`src/sprite_slot_texture_unit_allocator_macros.svh`:
```
// ----------------------------------------------------------------------------
// sprite slot texture unit allocator assertion macros
// shared concurrent assertion forms used at the top level
// ----------------------------------------------------------------------------
`ifndef SPRITE_SLOT_TEXTURE_UNIT_ALLOCATOR_MACROS_SVH
`define SPRITE_SLOT_TEXTURE_UNIT_ALLOCATOR_MACROS_SVH

// same-cycle implication
`define SSTA_ASSERT_IMP(label, clk, rst_n, ante, cons) \
    label: assert property (@(posedge clk) disable iff (!rst_n) (ante) |-> (cons)) \
        else $error("assertion failed");

// next-cycle implication
`define SSTA_ASSERT_NXT(label, clk, rst_n, ante, cons) \
    label: assert property (@(posedge clk) disable iff (!rst_n) (ante) |=> (cons)) \
        else $error("assertion failed");

`endif

```
`src/ssta_pkg.sv`:
```
// ----------------------------------------------------------------------------
// ssta_pkg
// types and codes shared by the slot and texture unit allocator
// ----------------------------------------------------------------------------
package ssta_pkg;

    localparam logic       MODE_TAKE    = 1'b0;
    localparam logic       MODE_RELEASE = 1'b1;

    localparam logic [1:0] ST_OK   = 2'd0;
    localparam logic [1:0] ST_FULL = 2'd1;
    localparam logic [1:0] ST_BAD  = 2'd2;

    localparam logic [1:0] CFG_SLOTS   = 2'd0;
    localparam logic [1:0] CFG_BATCHES = 2'd1;
    localparam logic [1:0] CFG_UNITS   = 2'd2;

    typedef struct packed {
        logic        mode;
        logic [1:0]  layer;
        logic [11:0] tex_index;
        logic [3:0]  batch;
        logic [5:0]  slot;
    } t_req;

    typedef struct packed {
        logic [1:0] status;
        logic [1:0] out_layer;
        logic [3:0] out_batch;
        logic [5:0] out_slot;
        logic [3:0] tex_unit;
        logic       new_batch;
    } t_rsp;

    typedef struct packed {
        logic load_req;
        logic clr_scan;
        logic rd_row;
        logic step_b;
        logic commit_take;
        logic activate;
        logic commit_rel;
        logic set_full;
        logic set_bad;
    } t_cmd;

    typedef struct packed {
        logic is_release;
        logic layer_ok;
        logic fit;
        logic scan_end;
        logic inactive_found;
        logic rel_ok;
    } t_stat;

endpackage

```
`src/ssta_ctrl.sv`:
```
// ----------------------------------------------------------------------------
// ssta_ctrl
// sequencer: request decode, batch scan, commit and result hand-off
// ----------------------------------------------------------------------------
module ssta_ctrl (
    input  logic            i_clk,
    input  logic            i_rst_n,
    input  logic            i_req_valid,
    output logic            o_req_ready,
    output logic            o_rsp_valid,
    input  logic            i_rsp_ready,
    input  ssta_pkg::t_stat i_stat,
    output ssta_pkg::t_cmd  o_cmd
);
    import ssta_pkg::*;

    localparam logic [2:0] S_IDLE = 3'd0;
    localparam logic [2:0] S_DEC  = 3'd1;
    localparam logic [2:0] S_T_RD = 3'd2;
    localparam logic [2:0] S_T_EV = 3'd3;
    localparam logic [2:0] S_R_RD = 3'd4;
    localparam logic [2:0] S_R_EV = 3'd5;
    localparam logic [2:0] S_OUT  = 3'd6;

    logic [2:0] r_state, n_state;

    assign o_req_ready = (r_state == S_IDLE);
    assign o_rsp_valid = (r_state == S_OUT);

    always_comb begin
        n_state = r_state;
        o_cmd   = '0;
        case (r_state)
            S_IDLE: begin
                if (i_req_valid) begin
                    o_cmd.load_req = 1'b1;
                    n_state        = S_DEC;
                end
            end
            S_DEC: begin
                if (i_stat.is_release) begin
                    n_state = S_R_RD;
                end else if (!i_stat.layer_ok) begin
                    o_cmd.set_full = 1'b1;
                    n_state        = S_OUT;
                end else begin
                    o_cmd.clr_scan = 1'b1;
                    n_state        = S_T_RD;
                end
            end
            S_T_RD: begin
                o_cmd.rd_row = 1'b1;
                n_state      = S_T_EV;
            end
            S_T_EV: begin
                if (i_stat.fit) begin
                    o_cmd.commit_take = 1'b1;
                    n_state           = S_OUT;
                end else if (i_stat.scan_end) begin
                    // no active batch fits: open a fresh one or report full
                    if (i_stat.inactive_found) o_cmd.activate = 1'b1;
                    else o_cmd.set_full = 1'b1;
                    n_state = S_OUT;
                end else begin
                    o_cmd.step_b = 1'b1;
                    n_state      = S_T_RD;
                end
            end
            S_R_RD: begin
                o_cmd.rd_row = 1'b1;
                n_state      = S_R_EV;
            end
            S_R_EV: begin
                if (i_stat.rel_ok) o_cmd.commit_rel = 1'b1;
                else o_cmd.set_bad = 1'b1;
                n_state = S_OUT;
            end
            S_OUT: begin
                if (i_rsp_ready) n_state = S_IDLE;
            end
            default: begin
                n_state = S_IDLE;
            end
        endcase
    end

    always_ff @(posedge i_clk) begin
        if (!i_rst_n) r_state <= S_IDLE;
        else r_state <= n_state;
    end

endmodule

```
`config.mk`:
```
export PLATFORM = sky130hd
export DESIGN_NAME = ssta_ctrl
export DESIGN_NICKNAME = d
export VERILOG_FILES = /design/src/sprite_slot_texture_unit_allocator_macros.svh /design/src/ssta_pkg.sv /design/src/ssta_ctrl.sv
export SDC_FILE = /design/constraint.sdc
export NUM_CORES = 1
export LEC_CHECK = 0
export BUFFER_PORTS_ARGS = -buffer_cell sky130_fd_sc_hd__buf_2
export CORE_AREA = 3 3 40 42
export DETAILED_ROUTE_END_ITERATION = 10
export DIE_AREA = 0 0 43 45
export GPL_TIMING_DRIVEN = 0
export PLACE_DENSITY_LB_ADDON = 0.15
export SYNTH_ARGS = -nofsm -noshare
export SYNTH_HDL_FRONTEND = slang
export SYNTH_SLANG_ARGS = --single-unit
```
`constraint.sdc`:
```
create_clock -name i_clk -period 3.7 [get_ports i_clk]
set_clock_uncertainty 0.05 [all_clocks]
set_input_delay 0.37 -clock i_clk [delete_from_list [all_inputs] [get_ports i_clk]]
set_output_delay 0.37 -clock i_clk [all_outputs]
set_load 0.05 [all_outputs]
```
-- Word level (Yosys, flattened, before mapping)
Cells that the tools add are included.
- bits in registers: 3
- input port bits: 10
- logic and storage cells: 42
- output and inout bits: 11
- reduce and logical (&&, ||, !) cells: 3
- equality and inequality tests: 8
- muxes and demuxes: 30
- operator list (cell ; count):
    2-to-1 mux 1 bit ; 21
    2-to-1 mux 3 bit ; 7
    case mux 3 bit (7 select lines) ; 1
    == test 3 bit (second input constant) ; 3
    == test 3 x 2 -> 1 bit (second input constant) ; 2
    == test 3 x 1 -> 1 bit (second input constant) ; 1
    logical NOT 3 bit ; 1
    inequality test 2 x 1 -> 1 bit (second input constant) ; 1
    inequality test 2 bit (second input constant) ; 1
    case mux 1 bit (2 select lines) ; 1
    AND reduction 2 bit ; 1
    OR reduction 2 bit ; 1

-- Depth between registers and ports, before layout
Gate-level depths: netlist of the first run.
- depth in word-level cells: 4
- gate-level depth with buffers: 4
- gate-level depth less buffers: 3

-- Worst setup path after synthesis of the first run
OpenSTA, ideal clock, no wires.
- path kind: reg-to-output
- from: register r_state[0]
- to: output o_cmd[8] in the netlist's numbering
- setup slack: 1.127 ns
- stages on the path, launching flop included: 4
- buffers on the path: 1
- arrival time: 2.153 ns
- required time: 3.280 ns
- path through: dfxtp_1 buf_2 nor3_1 and2_1
- RTL lines (item ; line ; source):
    from (decl) ; ssta_ctrl.sv:25 ; logic [2:0] r_state, n_state;
    from (signal assigned) ; ssta_ctrl.sv:89 ; else r_state <= n_state;
    to (decl) ; ssta_ctrl.sv:13 ; output ssta_pkg::t_cmd o_cmd

==> results.py, run 1 <==
metrics = {
    "synthesis": {
        "synth_top_area_share": 0.220,
        "synth_top_cells_by_area": "dfxtp_1 (22%), nor2_1 (9.6%), and3_1 (4.6%)",
        "synthArstFlopShare": 0,
        "synthCells": 38,
        "synth_most_common_cell": "nor2_1",
        "syn_area_per_cell_um2": 7.18,
        "yosysUniqueCellTypes": 23,
        "ys_ff_latch": 3,
        "synth_area_um2": 273,
        "synthFlopType": "dfxtp_1",
        "yosysTopAreaCell": "dfxtp_1",
        "yosysWarnings": 0,
        "synth-seq-area-share": 0.220,
        "synth_edf_count": 0,
        "synth_common_cells": "nor2_1 (7), dfxtp_1 (3), nand2_1 (3)",
        "syn-num-nets": 48,
    },
    "timing": {
        "slew_headroom": 0.832,
        "hold_viol_final": 0,
        "finalSetupViolCount": 0,
        "fin_hold_ws_ns": 0.344,
        "post-route-min-period_ns": 1.88,
        "grt_setup_unrepaired": "false",
        "clock.fmax_mhz": 532,
        "drv_slew": 0,
        "fin_crit_sh": 0.508,
        "tightest_slew_ns": 0.253,
        "setup-tns-final_ns": 0,
    },
    "floorplanning": {
        "rows": 13,
        "core-area_mm2": 0.00128,
        "die_area_mm2": 0.00194,
        "ios": 21,
        "die_w_um": 43,
        "initial_utilization": 0.212,
        "die_h_um": 45,
    },
    "run_status": {
        "status": "complete, no violations",
    },
    "final_layout": {
        "diodes": 0,
        "fill_cells": 146,
        "nets": 73,
        "top_register": "r_state",
        "syn_to_final_growth_pct": 53.2,
        "top_regs": "r_state (3)",
        "drive_gt1_frac": 0.452,
        "largest_reg_flops": 3,
    },
    "worst_setup_path": {
        "path_class": "reg2out",
        "setup.worst_path.start": "r_state[1]",
        "crit_path_frequent_cell": "buf_2",
        "rr_startpoint": "r_state[2]",
        "cpMaxStageDelayCell": "dfxtp_1",
        "cp_data_arrival_time_ns": 1.46,
        "crit_path_end_kind": "primary output",
        "cp-start-kind": "flop",
        "slowest_delay_ns": 0.31,
        "critPathMaxFanout": 10,
        "crit_required_ns": 3.28,
        "crit_chain": "buf_2 -> and4bb_1 -> nand2_1 -> o22ai_1 -> buf_2",
    },
    "place": {
        "port_buffers": 20,
        "gp_congestion": 0.711,
        "hpwl_um": 606,
    },
    "routing": {
        "dr.max_layer_used": "met4",
        "first_iter_violations": 1,
        "wl_per_cell_um": 9.96,
        "vias": 352,
        "via_per_inst": 4.57,
        "met2_wirelength_um": 347,
        "totalWireLength_um": 767,
        "wl_met3_um": 89,
        "dr.pass1.iters": 3,
        "drt-met1-wl_um": 313,
        "route.detailed.drc": 0,
        "ant_nets": 0,
    },
    "global_routing": {
        "antenna_found_initial": 0,
        "grt_use_total": 0.0939,
        "grt_start_max_net_pins": 11,
        "grt-ovfl-total": 0,
        "grt_pass1_wl_mm": 1.28,
        "grt_pass1_vias": 310,
    },
    "hold_path": {
        "hp-start": "i_rst_n",
        "hp-class": "in2reg",
    },
    "cts": {
        "cts_sinks": 3,
        "root_buffer": "clkbuf_4",
        "cts_max_path_buffers": 2,
        "cts_setup_buffers": 0,
        "path_clk_slew_ns": 0.04,
        "clock_latency_ns": 0.24,
        "cts_buffers": 3,
        "htree_levels": 1,
        "cts_tree": "yes",
        "cts_hold_repair.buffers": 0,
        "ctsResizeCount": 0,
    },
    "power": {
        "worst_ir_drop_vdd_v": 0.000117,
        "p_leak_nw": 0.228,
        "p_per_area_mw_per_mm2": 358,
    },
    "flow_run": {
        "max_cap_violations": 0,
    },
}
cell usage in the layout (no fill, tap or decap):
master | netlist | final
buf_2 | 2 | 22
nor2_1 | 7 | 7
nand2_1 | 3 | 3
clkbuf_4 | 0 | 3
dfxtp_1 | 3 | 3
nor3_1 | 2 | 2
inv_1 | 2 | 2
and3_1 | 2 | 2
nor2b_1 | 2 | 2
buf_6 | 1 | 1
xnor2_1 | 1 | 1
nand3_1 | 1 | 1
and4bb_1 | 1 | 1
o22ai_1 | 1 | 1
and4_1 | 1 | 1
and2_1 | 1 | 1
or4_4 | 1 | 1
o211ai_2 | 1 | 1
nand2b_1 | 1 | 1
a21oi_1 | 1 | 1
o211ai_1 | 1 | 1
o21ai_0 | 1 | 1
a31oi_1 | 1 | 1
nor4bb_1 | 1 | 1
clkbuf_1 | 0 | 1
area by class of cell:
cell class	instances	area (um^2)	area share
buffer	3	21.3	0.0509
tap	15	18.8	0.0449
inverter	2	7.51	0.0180
timing repair buffer	20	100	0.240
clock buffer	4	26.3	0.0629
multi-input combinational	30	184	0.440
sequential	3	60.1	0.144
logic make-up after synthesis:
logic type,count (synthesis),synth area share
xor gates and xnor gates,1,0.0321
AOI/OAI and AO/OA,6,0.156
buffers and inverters,5,0.106
DFF,3,0.220
and+or+nand+nor,23,0.486
layer usage:
| layer | vias up | global-route usage |
|---|---|---|
| li1 | 182 | - |
| met1 | 150 | 0.118 |
| met2 | 18 | 0.126 |
| met3 | 2 | 0.0279 |
| met4 | 0 | 0.0904 |
| met5 | - | 0 |
worst max-delay path: cells and delay by family, from the launching register on:
kind | cells | cell delay (ns)
compound gates | 1 | 0.11
buf+inv | 2 | 0.48
flops | 1 | 0.31
simple gates | 2 | 0.31
worst paths after layout:
kind | slack [ns] | to | depth (start not counted)
hold reg to reg | 0.58 | r_state[2] | 3
hold / removal | 0.34 | r_state[1] | 3
setup / recovery | 1.82 | o_cmd[1] | 5
setup reg to reg | 2.44 | r_state[2] | 4
power breakdown:
group	total (mW)	switching [mW]	internal [mW]	leakage, nW
clock network	0.0599	0.0193	0.0406	0.0150
logic	0.0539	0.0359	0.0180	0.188
registers	0.0360	0.00115	0.0348	0.0246
metrics by stage:
step	power, mW	utilization	area (um^2)	setup slack [ns]	instances
2_1_floorplan	0.0762	-	273	1.13	38
3_3_place_gp	0.0909	0.305	392	2.06	73
3_5_place_dp	0.0908	0.305	392	2.05	73
4_1_cts	0.153	0.325	418	1.79	77
5_1_grt	0.162	0.325	418	1.68	77
6_report	0.150	0.325	418	1.82	77
No activity file was read; power rests on OpenSTA's default activity.
==> inputs of run 2 (changes only) <==
ABC_AREA = 1   (was not set)
clock period = 1.7 ns   (was 3.7 ns; I/O delays follow)
==> run 2 against run 1 <==
Count of clock-buffer cells in the layout unchanged; via count grew 3.7%; flip-flop and latch count stayed put; final cell count grew 16%; register-to-register slack lost 1.8 ns; synthesized area grew 2.3%; combinational power rose to 2.5 times the previous value; critical path type unchanged; highest routed layer is now met3.
==> results.py, run 2 <==
metrics = {
    "run_status": {
        "status": "complete, no violations",
    },
    "floorplanning": {
        "core-area_mm2": 0.00128,
        "initial_utilization": 0.217,
        "die_h_um": 45,
        "die_area_mm2": 0.00194,
        "rows": 13,
        "die_w_um": 43,
        "ios": 21,
    },
    "final_layout": {
        "drive_gt1_frac": 0.419,
        "top_regs": "r_state (3)",
        "layout_commonest_cell": "buf_2",
        "layout_common_cells": "buf_2 (19), inv_1 (12), nor2_1 (10)",
        "largest_reg_flops": 3,
        "fill_cells": 151,
        "syn_to_final_growth_pct": 60.5,
        "multi_input_area_um2": 194,
        "diodes": 0,
        "seq_area_um2": 61.3,
        "nets": 85,
        "top_register": "r_state",
    },
    "routing": {
        "ant_nets": 0,
        "dr.pass1.iters": 4,
        "totalWireLength_um": 747,
        "vias": 365,
        "via_per_inst": 4.10,
        "route.detailed.drc": 0,
        "first_iter_violations": 5,
        "wl_per_cell_um": 8.39,
    },
    "synthesis": {
        "synthFlopType": "dfxtp_1",
        "synth-seq-area-share": 0.215,
        "synth_top_cells_by_area": "dfxtp_1 (22%), inv_1 (16%), nor2_1 (13%)",
        "syn-num-nets": 60,
        "yosysUniqueCellTypes": 16,
        "synth_most_common_cell": "inv_1",
        "yosysTopAreaCell": "dfxtp_1",
        "synth_common_cells": "inv_1 (12), nor2_1 (10), nand2_1 (9)",
        "yosysWarnings": 0,
        "ys_ff_latch": 3,
        "synth_top_area_share": 0.215,
        "synthCells": 50,
        "synth_edf_count": 0,
        "syn_area_per_cell_um2": 5.58,
        "synthArstFlopShare": 0,
        "synth_area_um2": 279,
    },
    "global_routing": {
        "grt_use_total": 0.0881,
        "grt_start_max_net_pins": 8,
        "grt_pass1_vias": 316,
        "grt_pass1_wl_mm": 1.28,
        "antenna_found_initial": 0,
        "grt-ovfl-total": 0,
    },
    "worst_setup_path": {
        "rrSetupSlack_ns": 0.60,
        "cp_data_arrival_time_ns": 1.34,
        "path_class": "reg2out",
        "crit_path_end": "o_cmd[6]",
        "rr_startpoint": "r_state[2]",
        "cp-start-kind": "flop",
        "crit_path_end_kind": "primary output",
        "ff2ff_path_depth": 5,
        "reg2reg_to": "r_state[0]",
        "critPathMaxFanout": 7,
        "setup.worst_path.start": "r_state[2]",
        "crit_required_ns": 1.48,
    },
    "timing": {
        "slew_headroom": 0.797,
        "setup-tns-final_ns": 0,
        "post-route-min-period_ns": 1.56,
        "finalSetupViolCount": 0,
        "grt_setup_unrepaired": "false",
        "tightest_slew_ns": 0.304,
        "hold_viol_final": 0,
        "clock.fmax_mhz": 640,
        "drv_slew": 0,
        "fin_crit_sh": 0.919,
    },
    "cts": {
        "cts_max_path_buffers": 2,
        "cts_tree": "yes",
        "cts_hold_repair.buffers": 0,
        "cts_setup_buffers": 0,
        "htree_levels": 1,
        "root_buffer": "clkbuf_4",
        "clock_latency_ns": 0.23,
        "cts_sinks": 3,
        "ctsResizeCount": 0,
        "path_clk_slew_ns": 0.04,
        "cts_buffers": 3,
    },
    "power": {
        "power_mw": 0.347,
        "p_per_area_mw_per_mm2": 775,
        "p_leak_nw": 0.257,
        "worst_ir_drop_vdd_v": 0.000361,
    },
    "place": {
        "hpwl_um": 645,
        "port_buffers": 20,
        "gp_congestion": 0.710,
    },
    "hold_path": {
        "hp-class": "in2reg",
        "hp-start": "i_rst_n",
    },
    "flow_run": {
        "max_cap_violations": 0,
    },
}
==> run 2: cell count changes after synthesis, moves of 2 or more <==
cell and delta:
nor2_2 +2, nand2_1 +6, nor2b_1 -2, buf_2 -2, nor2_1 +3, nand3_1 +3
inv_1 +10
==> run 2: worst min path at each step <==
stage / endpoint / cells after the start
finish: r_state[0] / 3
CTS: r_state[2] / 3
global placement: r_state[0] / 3
floorplan: r_state[2] / 2
detailed placement: r_state[0] / 3
global route: r_state[2] / 3
==> run 2: report_power, final <==
group	switching, mW	internal (mW)
registers	0.0118	0.0778
logic	0.0986	0.0372
clock network	0.0342	0.0878
==> run 2: final cells by class <==
type	count	area share
Timing Repair Buffer	20	0.229
Tap cell	15	0.0419
Inverter	12	0.101
Multi-Input combinational cell	35	0.433
Sequential cell	3	0.137
Clock buffer	4	0.0587
==> run 2: cell families after synthesis <==
| logic type | share of synthesized area |
|---|---|
| simple gates | 0.561 |
| flops | 0.215 |
| buf+inv | 0.161 |
| compound gates | 0.0628 |
==> run 2: critical path: stages, from the launching register on <==
cell and delay (ns):
dfxtp_1 0.49, inv_1 0.14, nand2_1 0.10, and3_1 0.14
buf_2 0.25
==> run 2: per-layer routing <==
layer / vias to the layer above / GRT usage / part of all wire
met5: - / 0 / 0
met4: 0 / 0.0723 / 0
met3: 0 / 0.0120 / 0.064
met2: 9 / 0.135 / 0.46
met1: 149 / 0.110 / 0.47
li1: 207 / - / -
==> run 2: stage by stage <==
step | hold slack [ns] | instances | util | setup slack (ns) | area [um^2]
after floorplan | 0.241 | 50 | - | 0.0775 | 299
after global placement | 0.382 | 85 | 0.325 | 0.293 | 418
after detailed placement | 0.382 | 85 | 0.325 | 0.287 | 418
after CTS | 0.139 | 89 | 0.346 | 0.0367 | 444
after global routing | 0.147 | 89 | 0.349 | 0.0151 | 448
final | 0.147 | 89 | 0.349 | 0.137 | 448
